[src/rtl/tiop_pkg.sv]
`default_nettype none
// ----------------------------------------------------------------------------
// tiop_pkg
// Shared types and constants for the telnet receive option parser.
// ----------------------------------------------------------------------------
package tiop_pkg;

	localparam logic [7:0] B_NOP  = 8'd241;
	localparam logic [7:0] B_IAC  = 8'd255;
	localparam logic [7:0] B_DO   = 8'd253;
	localparam logic [7:0] B_DONT = 8'd254;
	localparam logic [7:0] B_ECHO = 8'd1;
	localparam logic [7:0] B_CR   = 8'd13;
	localparam logic [7:0] B_LF   = 8'd10;

	// queue between front and back
	localparam int Q_DEPTH = 4;
	localparam int Q_AW    = $clog2(Q_DEPTH);
	localparam int Q_CW    = $clog2(Q_DEPTH + 1);

	typedef enum logic [1:0] {
		STG_IDLE = 2'd0,
		STG_CMD  = 2'd1,
		STG_OPT  = 2'd2
	} stage_t;

	// one classified byte, as handed from front to back
	typedef struct packed {
		logic       line_valid;
		logic [6:0] line_char;
		logic       line_end;
		logic       echo_valid;
		logic [7:0] echo_char;
		logic       echo_done;
		logic       link_open;
		logic       echo_on;
		logic       add_lf;
	} item_t;

endpackage
`default_nettype wire

[src/rtl/tiop_front.sv]
`default_nettype none
// ----------------------------------------------------------------------------
// tiop_front
// Accepts payload bytes, runs the option/text state and classifies each byte.
// ----------------------------------------------------------------------------
module tiop_front (
	input  wire logic          clk,
	input  wire logic          arst_n,
	input  wire logic          accept,
	input  wire logic [7:0]    data_byte,
	input  wire logic          packet_end,
	output tiop_pkg::item_t    item
);
	import tiop_pkg::*;

	stage_t     stage_q, stage_n;
	logic [7:0] cmd_q, cmd_n;
	logic       echo_q, echo_n;
	logic       open_q, open_n;
	logic       cr_q, cr_n;
	logic       lf_q, lf_n;
	logic       text_q, text_n;
	logic       add_lf;

	always_comb begin
		stage_n = stage_q;
		cmd_n   = cmd_q;
		echo_n  = echo_q;
		open_n  = open_q;
		text_n  = text_q;
		cr_n    = cr_q;
		lf_n    = lf_q;
		item    = '0;
		add_lf  = 1'b0;

		if (!text_q) begin
			unique case (stage_q)
				STG_CMD: begin
					cmd_n   = data_byte;
					stage_n = (data_byte == B_NOP) ? STG_IDLE : STG_OPT;
				end
				STG_OPT: begin
					stage_n = STG_IDLE;
					if (data_byte == B_ECHO) begin
						if (cmd_q == B_DO)
							echo_n = 1'b1;
						else if (cmd_q == B_DONT)
							echo_n = 1'b0;
					end
				end
				default: begin
					stage_n = STG_IDLE;
					if (data_byte == B_IAC) begin
						stage_n = STG_CMD;
						open_n  = 1'b1;
					end else if (!data_byte[7]) begin
						text_n = 1'b1;
					end
				end
			endcase
		end

		if (text_n) begin
			if (data_byte == B_LF) begin
				lf_n = 1'b1;
			end else if (!data_byte[7] && data_byte != 8'd0) begin
				item.line_valid = 1'b1;
				item.line_char  = data_byte[6:0];
				if (data_byte == B_CR) begin
					item.line_end = 1'b1;
					cr_n          = 1'b1;
				end
			end
			if (echo_n) begin
				item.echo_valid = 1'b1;
				item.echo_char  = data_byte;
				if (packet_end) begin
					add_lf         = cr_n && !lf_n;
					item.echo_done = !add_lf;
				end
			end
		end

		item.link_open = open_n;
		item.echo_on   = echo_n;
		item.add_lf    = add_lf;

		// segment end drops any half-parsed sequence
		if (packet_end) begin
			stage_n = STG_IDLE;
			text_n  = 1'b0;
			cr_n    = 1'b0;
			lf_n    = 1'b0;
		end
	end

	always_ff @(posedge clk or negedge arst_n) begin
		if (!arst_n) begin
			stage_q <= STG_IDLE;
			cmd_q   <= '0;
			echo_q  <= 1'b0;
			open_q  <= 1'b0;
			cr_q    <= 1'b0;
			lf_q    <= 1'b0;
			text_q  <= 1'b0;
		end else if (accept) begin
			stage_q <= stage_n;
			cmd_q   <= cmd_n;
			echo_q  <= echo_n;
			open_q  <= open_n;
			cr_q    <= cr_n;
			lf_q    <= lf_n;
			text_q  <= text_n;
		end
	end

endmodule
`default_nettype wire

[src/rtl/tiop_queue.sv]
`default_nettype none
// ----------------------------------------------------------------------------
// tiop_queue
// Short FIFO of classified bytes between front and back.
// ----------------------------------------------------------------------------
module tiop_queue (
	input  wire logic          clk,
	input  wire logic          arst_n,
	input  wire logic          push,
	input  wire tiop_pkg::item_t push_item,
	input  wire logic          pop,
	output tiop_pkg::item_t    head,
	output logic               full,
	output logic               empty
);
	import tiop_pkg::*;

	item_t             mem_q [Q_DEPTH];
	logic [Q_AW-1:0]   wr_q, rd_q;
	logic [Q_CW-1:0]   count_q;

	assign full  = (count_q == Q_CW'(Q_DEPTH));
	assign empty = (count_q == '0);
	assign head  = mem_q[rd_q];

	always_ff @(posedge clk) begin
		if (push)
			mem_q[wr_q] <= push_item;
	end

	always_ff @(posedge clk or negedge arst_n) begin
		if (!arst_n) begin
			wr_q    <= '0;
			rd_q    <= '0;
			count_q <= '0;
		end else begin
			if (push)
				wr_q <= wr_q + 1'b1;
			if (pop)
				rd_q <= rd_q + 1'b1;
			case ({push, pop})
				2'b10:   count_q <= count_q + 1'b1;
				2'b01:   count_q <= count_q - 1'b1;
				default: count_q <= count_q;
			endcase
		end
	end

endmodule
`default_nettype wire

[src/rtl/tiop_back.sv]
`default_nettype none
// ----------------------------------------------------------------------------
// tiop_back
// Drains the queue into the output register; owes an extra LF transaction
// when, with echo on, a segment that had a CR but no LF ends on a text byte.
// ----------------------------------------------------------------------------
module tiop_back (
	input  wire logic          clk,
	input  wire logic          arst_n,
	input  wire tiop_pkg::item_t head,
	input  wire logic          empty,
	output logic               pop,
	output logic               out_valid,
	input  wire logic          out_stall,
	output logic               line_valid,
	output logic [6:0]         line_char,
	output logic               line_end,
	output logic               echo_valid,
	output logic [7:0]         echo_char,
	output logic               echo_done,
	output logic               link_open,
	output logic               echo_on,
	output logic               run_last
);
	import tiop_pkg::*;

	logic       valid_q;
	logic       pend_lf_q;
	logic       out_free;
	logic       lv_q, le_q, ev_q, ed_q, lo_q, eo_q, last_q;
	logic [6:0] lc_q;
	logic [7:0] ec_q;

	assign out_free = !valid_q || !out_stall;
	assign pop      = out_free && !pend_lf_q && !empty;

	always_ff @(posedge clk or negedge arst_n) begin
		if (!arst_n) begin
			valid_q   <= 1'b0;
			pend_lf_q <= 1'b0;
		end else if (out_free) begin
			if (pend_lf_q) begin
				valid_q   <= 1'b1;
				pend_lf_q <= 1'b0;
			end else begin
				valid_q   <= !empty;
				pend_lf_q <= !empty && head.add_lf;
			end
		end
	end

	always_ff @(posedge clk) begin
		if (out_free) begin
			if (pend_lf_q) begin
				// status fields kept from the byte that caused it
				lv_q   <= 1'b0;
				lc_q   <= '0;
				le_q   <= 1'b0;
				ev_q   <= 1'b1;
				ec_q   <= B_LF;
				ed_q   <= 1'b1;
				last_q <= 1'b1;
			end else if (!empty) begin
				lv_q   <= head.line_valid;
				lc_q   <= head.line_char;
				le_q   <= head.line_end;
				ev_q   <= head.echo_valid;
				ec_q   <= head.echo_char;
				ed_q   <= head.echo_done;
				lo_q   <= head.link_open;
				eo_q   <= head.echo_on;
				last_q <= !head.add_lf;
			end
		end
	end

	assign out_valid  = valid_q;
	assign line_valid = lv_q;
	assign line_char  = lc_q;
	assign line_end   = le_q;
	assign echo_valid = ev_q;
	assign echo_char  = ec_q;
	assign echo_done  = ed_q;
	assign link_open  = lo_q;
	assign echo_on    = eo_q;
	assign run_last   = last_q;

	a_pend_shape: assert property (@(posedge clk) disable iff (!arst_n)
		pend_lf_q |-> (valid_q && !last_q && ev_q))
		else $error("owed LF without a first transaction in the register");

	a_lf_follows: assert property (@(posedge clk) disable iff (!arst_n)
		(valid_q && !out_stall && !last_q) |=>
		(valid_q && ec_q == B_LF && ed_q && last_q && !lv_q))
		else $error("appended LF did not follow its byte");

	a_no_pop_pend: assert property (@(posedge clk) disable iff (!arst_n)
		pend_lf_q |-> !pop)
		else $error("queue popped while LF still owed");

	a_end_has_line: assert property (@(posedge clk) disable iff (!arst_n)
		(valid_q && le_q) |-> (lv_q && lc_q == B_CR[6:0]))
		else $error("line end without CR line byte");

endmodule
`default_nettype wire

[src/rtl/telnet_rx_option_parser.sv]
`default_nettype none
// A byte's first result is written into the queue on acceptance, then registered into the output register.
// Throughput: one byte per cycle while the queue is not full (in_stall low); an appended LF adds an output transaction.
// A four-entry queue between the parsing front and the output back absorbs stalls.
// Reset (arst_n low) clears parse state, echo mode, link state, queue and output valid.
// ----------------------------------------------------------------------------
// telnet_rx_option_parser
// Strips telnet option sequences from a received payload and forwards line
// and echo bytes.
// ----------------------------------------------------------------------------
module telnet_rx_option_parser (
	input  wire logic       clk,
	input  wire logic       arst_n,
	input  wire logic       in_valid,
	output logic            in_stall,
	input  wire logic [7:0] data_byte,
	input  wire logic       packet_end,
	output logic            out_valid,
	input  wire logic       out_stall,
	output logic            line_valid,
	output logic [6:0]      line_char,
	output logic            line_end,
	output logic            echo_valid,
	output logic [7:0]      echo_char,
	output logic            echo_done,
	output logic            link_open,
	output logic            echo_on,
	output logic            run_last
);
	import tiop_pkg::*;

	item_t front_item;
	item_t head;
	logic  full, empty, pop, accept;

	assign in_stall = full;
	assign accept   = in_valid && !full;

	tiop_front u_front (
		.clk        (clk),
		.arst_n     (arst_n),
		.accept     (accept),
		.data_byte  (data_byte),
		.packet_end (packet_end),
		.item       (front_item)
	);

	tiop_queue u_queue (
		.clk       (clk),
		.arst_n    (arst_n),
		.push      (accept),
		.push_item (front_item),
		.pop       (pop),
		.head      (head),
		.full      (full),
		.empty     (empty)
	);

	tiop_back u_back (
		.clk        (clk),
		.arst_n     (arst_n),
		.head       (head),
		.empty      (empty),
		.pop        (pop),
		.out_valid  (out_valid),
		.out_stall  (out_stall),
		.line_valid (line_valid),
		.line_char  (line_char),
		.line_end   (line_end),
		.echo_valid (echo_valid),
		.echo_char  (echo_char),
		.echo_done  (echo_done),
		.link_open  (link_open),
		.echo_on    (echo_on),
		.run_last   (run_last)
	);

endmodule
`default_nettype wire
[config.mk]
export PLATFORM = sky130hd
export DESIGN_NAME = telnet_rx_option_parser
export DESIGN_NICKNAME = d
export VERILOG_FILES = /design/src/rtl/tiop_pkg.sv /design/src/rtl/tiop_front.sv /design/src/rtl/tiop_queue.sv /design/src/rtl/tiop_back.sv /design/src/rtl/telnet_rx_option_parser.sv
export SDC_FILE = /design/constraint.sdc
export NUM_CORES = 1
export LEC_CHECK = 0
export ABC_AREA = 1
export BUFFER_PORTS_ARGS = -buffer_cell sky130_fd_sc_hd__clkbuf_2
export CAP_MARGIN = 20
export CORE_ASPECT_RATIO = 0.75
export CORE_MARGIN = 5
export CORE_UTILIZATION = 53
export DETAILED_ROUTE_END_ITERATION = 8
export PLACE_DENSITY = 0.82
export SLEW_MARGIN = 30
export SYNTH_ARGS = -nofsm -noshare
export SYNTH_HDL_FRONTEND = slang
export SYNTH_SLANG_ARGS = --single-unit
[constraint.sdc]
create_clock -name clk -period 4.7 [get_ports clk]
set_input_delay 0.47 -clock clk [delete_from_list [all_inputs] [get_ports clk]]
set_output_delay 0.47 -clock clk [all_outputs]
set_load 0.1 [all_outputs]
Yosys cells after proc, flatten, opt, wreduce, memory -nomap -nowiden
Memory sizes are Yosys's and may differ from the RTL's.
Cells that the tools add are included.

word-level totals
  register bits after elaboration = 46
  bits in writable memories = 88
  memories kept = 1

cells by class
  equal/unequal tests = 14
  bitwise gates (word level) = 3
  reductions and logical operators = 26
  add/sub/neg operators = 4
  multiplexer cells = 49

memories
  name           depth  bits a word  read ports  clocked after Yosys merged registers in  write ports  RTL line          RTL
  u_queue.mem_q  4      22           1           0                                        1            tiop_queue.sv:18  item_t mem_q [Q_DEPTH];

operator list
  cell                 number
  $mux 1               38
  $eq 8x8->1 const B   4
  $mux 19              1
  $mux 9               2
  $eq 8x4->1 const B   2
  $mux 10              1
  $logic_not 1->1      9
  $eq 8x1->1 const B   1
  $mux 8               1
  $reduce_bool 8->1    1
  $mux 7               1
  $logic_and 1x1->1    6
  $mux 2               3
  $pmux 3 s2           1
  $reduce_and 2->1     3
  $reduce_and 3->1     2
  $add 2x1->2 const B  2
  $eq 2x1->1 const B   2
  $eq 2x2->1 const B   2
  $ne 2x2->1 const B   2
  $pmux 2 s2           1
  $reduce_bool 2->1    2
  $add 3x1->3 const B  1
  $eq 3x3->1 const B   1
  other kinds (5)      7

Longest topological paths before layout
  depth in word-level cells = 11
  mapped depth = 10

Hierarchy
A second synthesis with hierarchy kept.

unflattened totals
  cell total of the unflattened synthesis = 524
  area total of the unflattened synthesis = 6,013.3 µm²

modules (own cells, without submodules)
  module                   sequential area each (µm²)  area each (µm²)  instances  cells an instance
  tiop_queue               2,817.7                     4,057.6          1          305
  tiop_front               375.4                       1,024.7          1          144
  tiop_back                710.7                       920.9            1          73
  telnet_rx_option_parser  0.0                         10.0             1          2

Worst setup path before layout
No wires, ideal clock.

  kind = flip-flop to flip-flop
  start point = reg u_back.valid_q (netlist: u_back.out_valid)
  end point = reg u_queue.count_q[2]
  setup slack = 2.411 ns
  arrival time = 2.158 ns
  stages on the path, launching flop included = 10
  setup time = 0.131 ns
  period minus slack after synthesis = 2.289 ns
  path through = dfrtp_1 > a21oi_1 > nand2_1 > inv_1 > ha_1 > inv_1 > fa_1 > a21oi_1 > o21ai_0 > xor2_1

on the way
  cells in the longest elaborated chain, start to end = 6

ends and longest elaborated chain
  element                                                 RTL line                       RTL
  start: declaration                                      tiop_back.sv:27                logic valid_q;
  start signal: assignment                                tiop_back.sv:46                valid_q <= !empty;
  $logic_not 1->1 (*)                                     tiop_back.sv:34                assign out_free = !valid_q || !out_stall;
  $logic_or 1x1->1 (*)                                    tiop_back.sv:34
  $logic_and 1x1->1 (*) (2 in series)                     tiop_back.sv:35                assign pop = out_free && !pend_lf_q && !empty;
  via pop                                                 telnet_rx_option_parser.sv:34  logic full, empty, pop, accept;
  $eq 2x1->1 / $eq 2x2->1 (equally long branches)         tiop_queue.sv:41               case ({push, pop})
  $pmux 3 s2 / $reduce_bool 2->1 (equally long branches)  n/a
  end signal: assignment                                  tiop_queue.sv:42               2'b10: count_q <= count_q + 1'b1;
  end signal: assignment                                  tiop_queue.sv:43               2'b01: count_q <= count_q - 1'b1;
  end signal: assignment                                  tiop_queue.sv:44               default: count_q <= count_q;
  end: declaration                                        tiop_queue.sv:20               logic [Q_CW-1:0] count_q;

The timed path passes the listed nets; every way through them passes the cells marked *.
A chain may end at the register's enable or synchronous reset.

Final worst setup path
  start point = reg u_back.pend_lf_q
  end point = reg u_queue.count_q[2]

on the way
  cells in the longest elaborated chain, start to end = 5

ends and longest elaborated chain
  element                                                 RTL line                       RTL
  start: declaration                                      tiop_back.sv:28                logic pend_lf_q;
  start signal: assignment                                tiop_back.sv:47                pend_lf_q <= !empty && head.add_lf;
  $logic_not 1->1 (*)                                     tiop_back.sv:35
  $logic_and 1x1->1 (*) (2 in series)                     tiop_back.sv:35
  via pop                                                 telnet_rx_option_parser.sv:34
  $eq 2x1->1 / $eq 2x2->1 (equally long branches)         tiop_queue.sv:41
  $pmux 3 s2 / $reduce_bool 2->1 (equally long branches)  n/a

Marked as above.

==> out/results.txt <==
Final #Nets - 532
Yosys reg bits - 134
Slew Limit Fails - 0
Ranking of synthesized cells by area - edfxtp_1, dfrtp_1, nor2_1
Vias - 3537
Routed length per instance - 17.3 um
Via count of the first global-routing pass - 3558
Rel. slew slack - 41.0%
Crit path from - u_back.pend_lf_q
Crit path buffers/inverters - 2
Synthesized cell area - 0.00553 sq mm
Outcome - complete, no violations
CP Cell Sequence - a21oi_1 > nand2_1 > inv_1 > ha_1 > inv_1 > fa_1 > a21oi_1 > o21ai_0 > xor2_1
Sw frac - 42.0%
Gpl congestion - 0.882
TritonCTS clock tree - done
Inserted Diodes - 0
Synth area leader - edfxtp_1
Hold slack - 83.4 ps
Final min period - 2390 ps
Number of max-cap violations - 0
# setup viols final - 0
Worst EP arrival - 2670 ps
Die Ht - 98.5 um
Total CTS buffers - 17
Leakage power - 2.50 nW
Crit path to - u_queue.count_q[2]
Cells after synthesis - 467
Peak VDD IR - 0.000303 V
Total power - 0.00492 W
Final core utilization - 62.6%
Design area - 0.00642 sq mm
WS Path Type - flop to flop
# fillers - 790
Post-CTS resize count - 0
Slowest-stage cell, CP - dfrtp_1
Post-Syn Nets - 488
Port Buf Inserts - 36
Crit-path max cell delay - 650 ps
# DRC - 0
First-pass GRT wire length - 18.0 mm
IO Count - 37
Reg-to-Reg End - u_queue.count_q[2]
CTS Hold Bufs - 0
Synth warn - 0
Clock Path Buffers - 2
Worst hold path class - input port to asynchronous set/reset pin
WP depth - 9
DP Area - 0.00585 sq mm
Via-to-Cell Ratio - 5.36
Unique masters post-synth - 32
CTS clk-pin slew, worst paths - 50 ps
Antenna violations before repair - 0
Worst skew pair latency - 410 ps
Fmax - 418 MHz
CP Max Fanout - 18
DRT antenna net count - 0
CP top delay family - flip-flops
Synth top area share - 59.7%
Final Cycle Share - 50.9%
Area Growth Syn to Fin - 16.1%
Largest net degree at the start of global routing - 47
Crit. End Element - flop
Worst r2r src - u_back.pend_lf_q
Fraction of layout cells with a size suffix above 1 - 18.5%
Die Span X - 128 um
RSZ-0062 raised after global routing - no
Syn Area/Cell - 11.8 sq um
Dpl hpwl - 6.84 mm
Clock share of power - 26.1%
Flop2flop setup slack - 2310 ps
Int Pwr - 0.00286 W
Register area share after synthesis - 70.6%
CTS sink count - 134
FP Rows - 32
H-tree levels - 4
Die area - 0.0126 sq mm
Power per cell area - 767 mW/mm^2
Seq pwr share - 37.8%
Grt ovf - 0
Most common cell after layout, fill and taps aside - edfxtp_1
Setup TNS - 0 ps
FF-to-FF path depth - 9
Final Skew - 8.91 ps
Req. time, crit path - 4980 ps
Drt pass-1 iters - 5
Final hold vios - 0
Combinational share of power - 36.1%
Most frequent cells in the layout - edfxtp_1, nor2_1, o21ai_0
P_sw - 0.00206 W
CORE AREA - 0.0102 sq mm
Worst Tran Pin Value - 883 ps
Post-CTS Setup Inserts - 0
GRT Util Overall - 18.9%
Starting Density - 53.9%
Initial drt markers - 294
Clock Root Buffer - clkbuf_16
Startpoint types - flop
Routed WL - 11.4 mm
[synthesized netlist by cell type (all sizes together)]
master,instances
edfxtp,110
nor2,109
o21ai,57
nand2,46
inv,40
dfrtp,24
a21oi,21
nand3,11
clkbuf,10
o211ai,8
ha,7
buf,6
or2,4
nand4,3
xor2,3
nor3,2
o22ai,2
a21boi,1
fa,1
nand3b,1
xnor2,1
[metrics by stage]
stage | worst slack, ps | instances
detailed placement | 2360 | 628
CTS | 2240 | 660
floorplan | 2410 | 467
global placement | 2450 | 628
finish | 2310 | 660
global route | 2230 | 660
[cell families after synthesis]
logic type	count (synthesis)	synth area share (%)
compound gates	89	8.71
flops	134	70.6
fa+ha+maj	8	1.95
buf+inv	56	4.03
simple gates	176	14.1
xor+xnor	4	0.634
[state kept, by name, summed over array words and instances, names as in the netlist, 2 cells and up]
name              cells
u_front.cmd_q         8
u_queue.rd_q          2
u_back.line_char      7
u_queue.mem_q        88
u_front.stage_q       2
u_queue.wr_q          2
u_queue.count_q       3
u_back.echo_char      8
[layout make-up]
cell class	count	area [sq um]	area share (%)
Clock buffer	19	433	6.74
Clock inverter	13	138	2.14
Inverter	40	153	2.38
Multi-Input combinational cell	277	1400	21.9
Sequential cell	134	3910	60.8
Tap cell	136	170	2.65
Timing Repair Buffer	41	218	3.39
[worst register-to-register path, cell delays in order, from the launching register on]
cell and delay, ps:
dfrtp_1 650, a21oi_1 260, nand2_1 120, inv_1 110, ha_1 150, inv_1 70, fa_1 440, a21oi_1 170
o21ai_0 140, xor2_1 160
[worst min-delay path by stage]
stage	start	endpoint	slack (ps)	cells past startpoint
3_5_place_dp	u_front.open_q	u_front.open_q	430	2
5_1_grt	arst_n	u_front.stage_q[0]	130	1
4_1_cts	arst_n	u_front.stage_q[0]	100	1
6_report	arst_n	u_front.cmd_q[2]	80	1
2_1_floorplan	arst_n	u_back.out_valid	170	0
3_3_place_gp	u_front.open_q	u_front.open_q	430	2
[routing by layer]
metal / wire (um) / share of wire (%) / track usage, % / up-vias
met5: 0 / 0 / 0 / -
met3: 749 / 6.6 / 5.20 / 18
met2: 5580 / 49 / 30.2 / 147
met1: 4950 / 43 / 25.2 / 1676
met4: 153 / 1.3 / 6.20 / 0
li1: - / - / - / 1696
[power by group through the flow]
stage | combinational (W) | sequential [W] | clock (W)
global route | 0.00191 | 0.00189 | 0.00135
finish | 0.00178 | 0.00186 | 0.00128
detailed placement | 0.00178 | 0.00188 | 0
global placement | 0.00173 | 0.00186 | 0
floorplan | 0.000736 | 0.00255 | 0
CTS | 0.00179 | 0.00186 | 0.00129
No activity file was read; power rests on OpenSTA's default activity.
